### src/design/lhm_pkg.sv
// Shared types and constants for the latency histogram monitor.
package lhm_pkg;

  // Field widths
  localparam int LAT_W   = 32;
  localparam int WIDTH_W = 16;
  localparam int KIND_W  = 2;
  localparam int RIDX_W  = 6;
  localparam int OIDX_W  = 6;
  localparam int CNT_W   = 32;
  localparam int CFG_W   = 32;

  // Defaults
  localparam int                 DEF_NUM_BINS      = 64;
  localparam logic [WIDTH_W-1:0] DEF_BUCKET_WIDTH  = 16'd10;
  localparam logic [CFG_W-1:0]   DEF_OVERFLOW_EDGE = 32'd640;

  // Request kinds
  localparam logic [KIND_W-1:0] KIND_SAMPLE = 2'd0;
  localparam logic [KIND_W-1:0] KIND_CLEAR  = 2'd1;
  localparam logic [KIND_W-1:0] KIND_READ   = 2'd2;

  // Configuration register indexes
  localparam logic CFG_BUCKET_WIDTH  = 1'b0;
  localparam logic CFG_OVERFLOW_EDGE = 1'b1;

  typedef enum logic [3:0] {
    S_INIT_SWEEP,
    S_IDLE,
    S_CLR_SWEEP,
    S_DIV,
    S_BIN,
    S_READ,
    S_UPD_SAMPLE,
    S_UPD_READ,
    S_EMIT
  } ctrl_state_t;

  // Controller to datapath
  typedef struct packed {
    logic accept_sample;
    logic accept_read;
    logic div_step;
    logic bin_load;
    logic mem_read;
    logic update_sample;
    logic update_read;
    logic sweep_start;
    logic sweep_step;
    logic clear_reply;
  } ctrl_cmd_t;

  // Datapath to controller
  typedef struct packed {
    logic div_last;
    logic sweep_last;
  } dp_status_t;

endpackage

### src/design/lhm_ctrl.sv
// Sequencer for the latency histogram monitor.
module lhm_ctrl (
  input  logic                        clk,
  input  logic                        rst,
  input  logic                        start,
  input  logic [lhm_pkg::KIND_W-1:0]  kind,
  input  lhm_pkg::dp_status_t         stat,
  output lhm_pkg::ctrl_cmd_t          cmd,
  output logic                        busy,
  output logic                        done
);
  import lhm_pkg::*;

  ctrl_state_t state, state_next;
  logic        kind_is_sample;

  // State register; reset starts the clearing pass
  always_ff @(posedge clk) begin
    if (rst) begin
      state <= S_INIT_SWEEP;
    end else begin
      state <= state_next;
    end
  end

  // Next state and commands
  always_comb begin
    state_next = state;
    cmd        = '0;
    case (state)
      S_INIT_SWEEP: begin
        cmd.sweep_step = 1'b1;
        if (stat.sweep_last) state_next = S_IDLE;
      end
      S_IDLE: begin
        if (start) begin
          case (kind)
            KIND_SAMPLE: begin
              cmd.accept_sample = 1'b1;
              state_next        = S_DIV;
            end
            KIND_CLEAR: begin
              cmd.sweep_start = 1'b1;
              state_next      = S_CLR_SWEEP;
            end
            default: begin
              // read, and the unused code handled as a read
              cmd.accept_read = 1'b1;
              state_next      = S_READ;
            end
          endcase
        end
      end
      S_CLR_SWEEP: begin
        cmd.sweep_step = 1'b1;
        if (stat.sweep_last) begin
          cmd.clear_reply = 1'b1;
          state_next      = S_EMIT;
        end
      end
      S_DIV: begin
        cmd.div_step = 1'b1;
        if (stat.div_last) state_next = S_BIN;
      end
      S_BIN: begin
        cmd.bin_load = 1'b1;
        state_next   = S_READ;
      end
      S_READ: begin
        cmd.mem_read = 1'b1;
        state_next   = (kind_is_sample) ? S_UPD_SAMPLE : S_UPD_READ;
      end
      S_UPD_SAMPLE: begin
        cmd.update_sample = 1'b1;
        state_next        = S_EMIT;
      end
      S_UPD_READ: begin
        cmd.update_read = 1'b1;
        state_next      = S_EMIT;
      end
      S_EMIT: begin
        state_next = S_IDLE;
      end
      default: begin
        state_next = S_IDLE;
      end
    endcase
  end

  // Remember whether the request in flight is a sample
  always_ff @(posedge clk) begin
    if (rst) begin
      kind_is_sample <= 1'b0;
    end else if (cmd.accept_sample) begin
      kind_is_sample <= 1'b1;
    end else if (cmd.accept_read) begin
      kind_is_sample <= 1'b0;
    end
  end

  assign busy = (state != S_IDLE);
  assign done = (state == S_EMIT);

endmodule

### src/design/lhm_dpath.sv
// Datapath: bin counter memory, serial divider, edge multiplier, result registers.
module lhm_dpath #(
  parameter int NUM_BINS = lhm_pkg::DEF_NUM_BINS
) (
  input  logic                         clk,
  input  logic                         rst,
  input  logic                         cfg_we,
  input  logic                         cfg_index,
  input  logic [lhm_pkg::CFG_W-1:0]    cfg_data,
  input  logic [lhm_pkg::LAT_W-1:0]    latency,
  input  logic [lhm_pkg::RIDX_W-1:0]   bucket_index,
  input  lhm_pkg::ctrl_cmd_t           cmd,
  output lhm_pkg::dp_status_t          stat,
  output logic [lhm_pkg::OIDX_W-1:0]   bin_index,
  output logic [lhm_pkg::CNT_W-1:0]    bin_count,
  output logic [lhm_pkg::CFG_W-1:0]    bin_edge,
  output logic [lhm_pkg::LAT_W-1:0]    max_seen,
  output logic [lhm_pkg::CNT_W-1:0]    sample_count,
  output logic                         is_last_bin
);
  import lhm_pkg::*;

  localparam int BW    = $clog2(NUM_BINS);
  localparam int DCW   = $clog2(LAT_W);
  localparam logic [BW-1:0]    LAST_IDX  = BW'(NUM_BINS - 1);
  localparam logic [LAT_W-1:0] LAST_WIDE = LAT_W'(NUM_BINS - 1);
  localparam logic [DCW-1:0]   DIV_LAST  = DCW'(LAT_W - 1);

  // Configuration registers
  logic [WIDTH_W-1:0] bucket_width;
  logic [CFG_W-1:0]   overflow_edge;

  always_ff @(posedge clk) begin
    if (rst) begin
      bucket_width  <= DEF_BUCKET_WIDTH;
      overflow_edge <= DEF_OVERFLOW_EDGE;
    end else if (cfg_we) begin
      if (cfg_index == CFG_BUCKET_WIDTH) begin
        bucket_width <= cfg_data[WIDTH_W-1:0];
      end else begin
        overflow_edge <= cfg_data;
      end
    end
  end

  // Restoring divider, one quotient bit per cycle; a zero width gives all ones
  logic [LAT_W-1:0]   lat;
  logic [LAT_W-1:0]   quo;
  logic [WIDTH_W-1:0] rem;
  logic [DCW-1:0]     div_cnt;
  logic [WIDTH_W:0]   rem_sh;
  logic               q_bit;

  assign rem_sh = {rem, quo[LAT_W-1]};
  assign q_bit  = (rem_sh >= {1'b0, bucket_width});

  always_ff @(posedge clk) begin
    if (cmd.accept_sample) begin
      lat     <= latency;
      quo     <= latency;
      rem     <= '0;
      div_cnt <= '0;
    end else if (cmd.div_step) begin
      quo     <= {quo[LAT_W-2:0], q_bit};
      rem     <= q_bit ? WIDTH_W'(rem_sh - {1'b0, bucket_width}) : rem_sh[WIDTH_W-1:0];
      div_cnt <= div_cnt + 1'b1;
    end
  end

  assign stat.div_last = (div_cnt == DIV_LAST);

  // Bin index: saturated quotient or saturated read index
  logic [BW-1:0] idx;
  always_ff @(posedge clk) begin
    if (cmd.bin_load) begin
      idx <= (quo > LAST_WIDE) ? LAST_IDX : quo[BW-1:0];
    end else if (cmd.accept_read) begin
      idx <= (LAT_W'(bucket_index) > LAST_WIDE) ? LAST_IDX : BW'(bucket_index);
    end
  end

  // Upper edge of the selected bin
  logic [BW+WIDTH_W:0] edge_prod;
  logic [CFG_W-1:0]    edge_val;
  assign edge_prod = ({1'b0, idx} + (BW+1)'(1)) * bucket_width;

  always_ff @(posedge clk) begin
    if (cmd.mem_read) begin
      edge_val <= (idx == LAST_IDX) ? overflow_edge : CFG_W'(edge_prod);
    end
  end

  // Clearing sweep counter
  logic [BW-1:0] sweep_cnt;
  always_ff @(posedge clk) begin
    if (rst || cmd.sweep_start) begin
      sweep_cnt <= '0;
    end else if (cmd.sweep_step) begin
      sweep_cnt <= sweep_cnt + 1'b1;
    end
  end

  assign stat.sweep_last = (sweep_cnt == LAST_IDX);

  // Bin counter memory, one write and one registered read port
  logic [CNT_W-1:0] mem [NUM_BINS];
  logic [CNT_W-1:0] rd_data;
  logic [CNT_W-1:0] cnt_inc;

  assign cnt_inc = rd_data + 1'b1;

  always_ff @(posedge clk) begin
    if (cmd.sweep_step) begin
      mem[sweep_cnt] <= '0;
    end else if (cmd.update_sample) begin
      mem[idx] <= cnt_inc;
    end
  end

  always_ff @(posedge clk) begin
    if (cmd.mem_read) begin
      rd_data <= mem[idx];
    end
  end

  // Running maximum and sample total
  logic [LAT_W-1:0] max_latency;
  logic [CNT_W-1:0] total_samples;
  logic [LAT_W-1:0] max_new;
  logic [CNT_W-1:0] total_new;

  assign max_new   = (lat > max_latency) ? lat : max_latency;
  assign total_new = total_samples + 1'b1;

  always_ff @(posedge clk) begin
    if (rst || cmd.sweep_start) begin
      max_latency   <= '0;
      total_samples <= '0;
    end else if (cmd.update_sample) begin
      max_latency   <= max_new;
      total_samples <= total_new;
    end
  end

  // Result registers
  always_ff @(posedge clk) begin
    if (cmd.clear_reply) begin
      bin_index    <= '0;
      bin_count    <= '0;
      bin_edge     <= '0;
      max_seen     <= '0;
      sample_count <= '0;
      is_last_bin  <= 1'b0;
    end else if (cmd.update_sample) begin
      bin_index    <= OIDX_W'(idx);
      bin_count    <= cnt_inc;
      bin_edge     <= edge_val;
      max_seen     <= max_new;
      sample_count <= total_new;
      is_last_bin  <= (idx == LAST_IDX);
    end else if (cmd.update_read) begin
      bin_index    <= OIDX_W'(idx);
      bin_count    <= rd_data;
      bin_edge     <= edge_val;
      max_seen     <= max_latency;
      sample_count <= total_samples;
      is_last_bin  <= (idx == LAST_IDX);
    end
  end

endmodule

### src/design/latency_histogram_monitor_core.sv
// Latency histogram monitor: per-bin counters with an overflow bin, max and total.
// Sample request: the 32-step serial divider (latency / bucket_width) runs after acceptance,
//   then the bin counter is read and updated; a new request is taken only after done.
// Read request: the selected counter is read. Clear request: zeroes all bins, max and total.
// Reset (sync, active high): a clearing pass zeroes the bin memory,
//   busy stays high meanwhile. Results are strobed by done for one cycle; no stall.
module latency_histogram_monitor_core #(
  parameter int NUM_BINS = lhm_pkg::DEF_NUM_BINS
) (
  input  logic                         clk,
  input  logic                         rst,
  input  logic                         start,
  output logic                         busy,
  input  logic [lhm_pkg::KIND_W-1:0]   kind,
  input  logic [lhm_pkg::LAT_W-1:0]    latency,
  input  logic [lhm_pkg::RIDX_W-1:0]   bucket_index,
  input  logic                         cfg_we,
  input  logic                         cfg_index,
  input  logic [lhm_pkg::CFG_W-1:0]    cfg_data,
  output logic                         done,
  output logic [lhm_pkg::OIDX_W-1:0]   bin_index,
  output logic [lhm_pkg::CNT_W-1:0]    bin_count,
  output logic [lhm_pkg::CFG_W-1:0]    bin_edge,
  output logic [lhm_pkg::LAT_W-1:0]    max_seen,
  output logic [lhm_pkg::CNT_W-1:0]    sample_count,
  output logic                         is_last_bin
);
  import lhm_pkg::*;

  ctrl_cmd_t  cmd;
  dp_status_t stat;

  lhm_ctrl u_ctrl (
    .clk   (clk),
    .rst   (rst),
    .start (start),
    .kind  (kind),
    .stat  (stat),
    .cmd   (cmd),
    .busy  (busy),
    .done  (done)
  );

  lhm_dpath #(
    .NUM_BINS (NUM_BINS)
  ) u_dpath (
    .clk          (clk),
    .rst          (rst),
    .cfg_we       (cfg_we),
    .cfg_index    (cfg_index),
    .cfg_data     (cfg_data),
    .latency      (latency),
    .bucket_index (bucket_index),
    .cmd          (cmd),
    .stat         (stat),
    .bin_index    (bin_index),
    .bin_count    (bin_count),
    .bin_edge     (bin_edge),
    .max_seen     (max_seen),
    .sample_count (sample_count),
    .is_last_bin  (is_last_bin)
  );

endmodule
### config.mk
export PLATFORM = sky130hd
export DESIGN_NAME = latency_histogram_monitor_core
export DESIGN_NICKNAME = d
export VERILOG_FILES = /design/src/design/lhm_pkg.sv /design/src/design/lhm_ctrl.sv /design/src/design/lhm_dpath.sv /design/src/design/latency_histogram_monitor_core.sv
export SDC_FILE = /design/constraint.sdc
export NUM_CORES = 2
export LEC_CHECK = 0
export BUFFER_PORTS_ARGS = -buffer_cell sky130_fd_sc_hd__buf_2
export CORE_MARGIN = 1
export CORE_UTILIZATION = 50
export DETAILED_ROUTE_END_ITERATION = 8
export GPL_ROUTABILITY_DRIVEN = 0
export PLACE_DENSITY_LB_ADDON = 0.1
export SLEW_MARGIN = 20
export SYNTH_ARGS = -nofsm -noshare
export SYNTH_HDL_FRONTEND = slang
export SYNTH_SLANG_ARGS = --single-unit
### constraint.sdc
create_clock -name clk -period 18.7 [get_ports clk]
set_input_delay 2.805 -clock clk [delete_from_list [all_inputs] [get_ports clk]]
set_output_delay 2.805 -clock clk [all_outputs]
set_load 0.01 [all_outputs]
==> flow_summary.json <==
{
  "syn_to_final_growth_pct": 13.5,
  "setup_viol": 0,
  "dp_hpwl_um": 142000,
  "clk_pin_slew_ps": 60,
  "ys_warn_count": 0,
  "tightestPinTransition_ps": 1070,
  "postSynthCellCount": 5258,
  "ys_types": 72,
  "leakage_nw": 37.2,
  "cts_max_level": 5,
  "min_period_over_period_pct": 35.4,
  "cp-start-kind": "register",
  "hold_path_class": "register to register",
  "cts_setup_buffers": 0,
  "setup_ws_ps": 12090,
  "synthesis.area_mm2": 0.0990,
  "cp.depth": 18,
  "cp.required_ps": 19310,
  "hold_violations": 0,
  "hold_depth": 2,
  "yosysTopAreaCellShare_pct": 66.2,
  "core_mm2": 0.196,
  "worstPathMaxFanout": 71,
  "hold_start": "u_dpath.bin_edge[30]",
  "post-synth-top-area-cell": "edfxtp_1",
  "clockBufferDepth": 4,
  "grt_pass1_vias": 51166,
  "synthesis.nets": 5500,
  "ys_async_sr_fraction_pct": 0,
  "grt_max_degree": 218,
  "final_layout_size_suffix_gt1_share_pct": 26.5,
  "vias": 50940,
  "drt_iter0_drc": 5409,
  "fillers": 14767,
  "p_total_w": 0.0112,
  "crit_top_cell": "fa_1",
  "diodes": 0,
  "initial_core_util_pct": 50.6,
  "synth_common_cells": "edfxtp_1 (2182), mux4_2 (672), nand2_1 (313)",
  "synth_top_flop_cell": "edfxtp_1",
  "fin_nets": 5859,
  "avgSynthCellArea_um2": 18.8,
  "num_io_pins": 214,
  "dr.pass1.iters": 6,
  "dpl.cell_count": 7964,
  "finalSetupTns_ps": 0,
  "die_y_um": 447,
  "status": "complete, no violations",
  "cts_tree": "yes",
  "insertion_delay_ps": 920,
  "drv_slew": 0,
  "synth_most_common_cell": "edfxtp_1",
  "ff2ff_path_depth": 18,
  "wl_um": 247000,
  "cp_top_family": "adder cells",
  "grt_antenna_before_repair": 18,
  "fin_worst_skew_ps": 53.8,
  "grt_pass1_wl_um": 359000,
  "port_buffers": 213,
  "period_minus_slack_ps": 6610,
  "dieArea_mm2": 0.200,
  "synth_seq_cells": 2461,
  "overflow": 0,
  "cpMaxStageDelayCell": "xor2_2",
  "p_per_area_mw_per_mm2": 99.6,
  "die_w_um": 447,
  "viasPerCell": 6.05,
  "fin_cells": 8419,
  "synth_enable_flop_cells": 2182,
  "cts_buffers": 274,
  "startpoint": "u_dpath.idx[1]",
  "root_buffer": "clkbuf_16",
  "cp_num_buf_inv": 3,
  "synthTopCellsByArea": "edfxtp_1 (66%), mux4_2 (15%), dfxtp_1 (5.6%)",
  "rsz0062_at_grt": "false",
  "max_stage_delay_ps": 670,
  "slew_headroom_pct": 28.7,
  "fmax_mhz": 151,
  "wire_per_inst_um": 29.3,
  "cap_violations": 0,
  "path_cells": "buf_12 -> ha_1 -> xor2_2 -> and2_1 -> fa_1 -> fa_1 -> fa_1 -> inv_1 -> fa_1 -> inv_1 -> ha_1 -> a21oi_1 -> o21a_1 -> o221a_2 -> a21oi_1 -> or4b_2 -> a211oi_1 -> nor3_1",
  "postRouteAntennaNets": 0,
  "r2r_start": "u_dpath.idx[1]",
  "end_kind": "register",
  "track_usage_pct": 24.9,
  "ir_drop_mv": 0.0985,
  "cts_resized": 0,
  "worst-setup-path-type": "register to register",
  "cts.sinks": 2461,
  "critPathArrivalTime_ps": 7220,
  "ctsHoldBuffers": 0,
  "post-place-ws_ps": 12120,
  "yosysSeqAreaShare_pct": 71.8,
  "row_count": 162,
  "hold_ws_ps": 449,
  "remaining_drc_errors": 0
}
[power by group]
part	switching, W	internal (W)
Combinational	0.000151	0.0000884
Sequential	0.0000223	0.00595
Clock	0.00206	0.00292
[path summary, 6_finish.rpt]
check | to | slack [ps]
min reg2reg | u_dpath.bin_edge[30] | 450
min | u_dpath.bin_edge[30] | 450
max | u_dpath.edge_val[21] | 12090
max reg2reg | u_dpath.edge_val[21] | 12090
[worst min-delay path: cells and delay by family, from the launching register on]
family / cells / cell delay [ps]
and+or+nand+nor: 1 / 50
AOI/OAI and AO/OA: 1 / 50
DFF: 1 / 300
[sequential cells by signal, summed over array words and instances (netlist names), 32 cells and up]
register,cells
u_dpath.max_latency,32
u_dpath.lat,32
u_dpath.max_seen,32
u_dpath.quo,32
u_dpath.rd_data,32
u_dpath.bin_edge,32
u_dpath.edge_val,32
u_dpath.bin_count,32
u_dpath.overflow_edge,32
u_dpath.mem,2048
u_dpath.total_samples,32
u_dpath.sample_count,32
[area by class of cell]
type | instances | area, um^2 | area share, %
Clock buffer | 355 | 7470 | 6.65
Clock inverter | 99 | 684 | 0.609
Inverter | 157 | 589 | 0.524
Multi-Input combinational cell | 2361 | 26900 | 23.9
Sequential cell | 2461 | 71100 | 63.3
Tap cell | 2624 | 3280 | 2.92
Timing Repair Buffer | 362 | 2330 | 2.07
[routing by layer]
layer / share of wire (%) / global-route usage, %
met5: 0.0045 / 0
met2: 48 / 39.8
met4: 2.5 / 6.78
met1: 42 / 35.9
met3: 6.9 / 4.06
[metrics by stage]
stage / utilization [%] / area, um^2
after detailed placement: 53.2 / 104000
after floorplan: - / 99000
after CTS: 57.4 / 112000
after global placement: 53.2 / 104000
after global routing: 57.4 / 112000
final: 57.4 / 112000
[cell families after synthesis]
family | count (synthesis) | synth area share (%)
flops | 2461 | 71.8
simple gates | 872 | 3.93
mux | 743 | 16.1
compound gates | 484 | 2.93
buf+inv | 436 | 1.77
fa+ha+maj | 165 | 2.62
xor+xnor | 97 | 0.858
[cell usage in the layout (no fill, tap or decap), types with 40 or more instances in the layout]
| cell | netlist | layout |
|---|---|---|
| edfxtp_1 | 2182 | 2182 |
| mux4_2 | 672 | 672 |
| nand2_1 | 313 | 312 |
| clkbuf_16 | 0 | 284 |
| dfxtp_1 | 279 | 279 |
| nor2_1 | 310 | 214 |
| buf_2 | 49 | 213 |
| a21oi_1 | 214 | 212 |
| inv_1 | 156 | 156 |
| buf_4 | 13 | 137 |
| o21ai_0 | 111 | 111 |
| nor2_4 | 0 | 96 |
| ha_1 | 95 | 95 |
| fa_1 | 70 | 70 |
| clkbuf_1 | 196 | 61 |
| clkinv_1 | 0 | 51 |
| xnor2_1 | 50 | 50 |
| xor2_1 | 47 | 46 |
| nand3_1 | 42 | 42 |
| and2_1 | 42 | 40 |
Power figures use the tool's default switching activity.
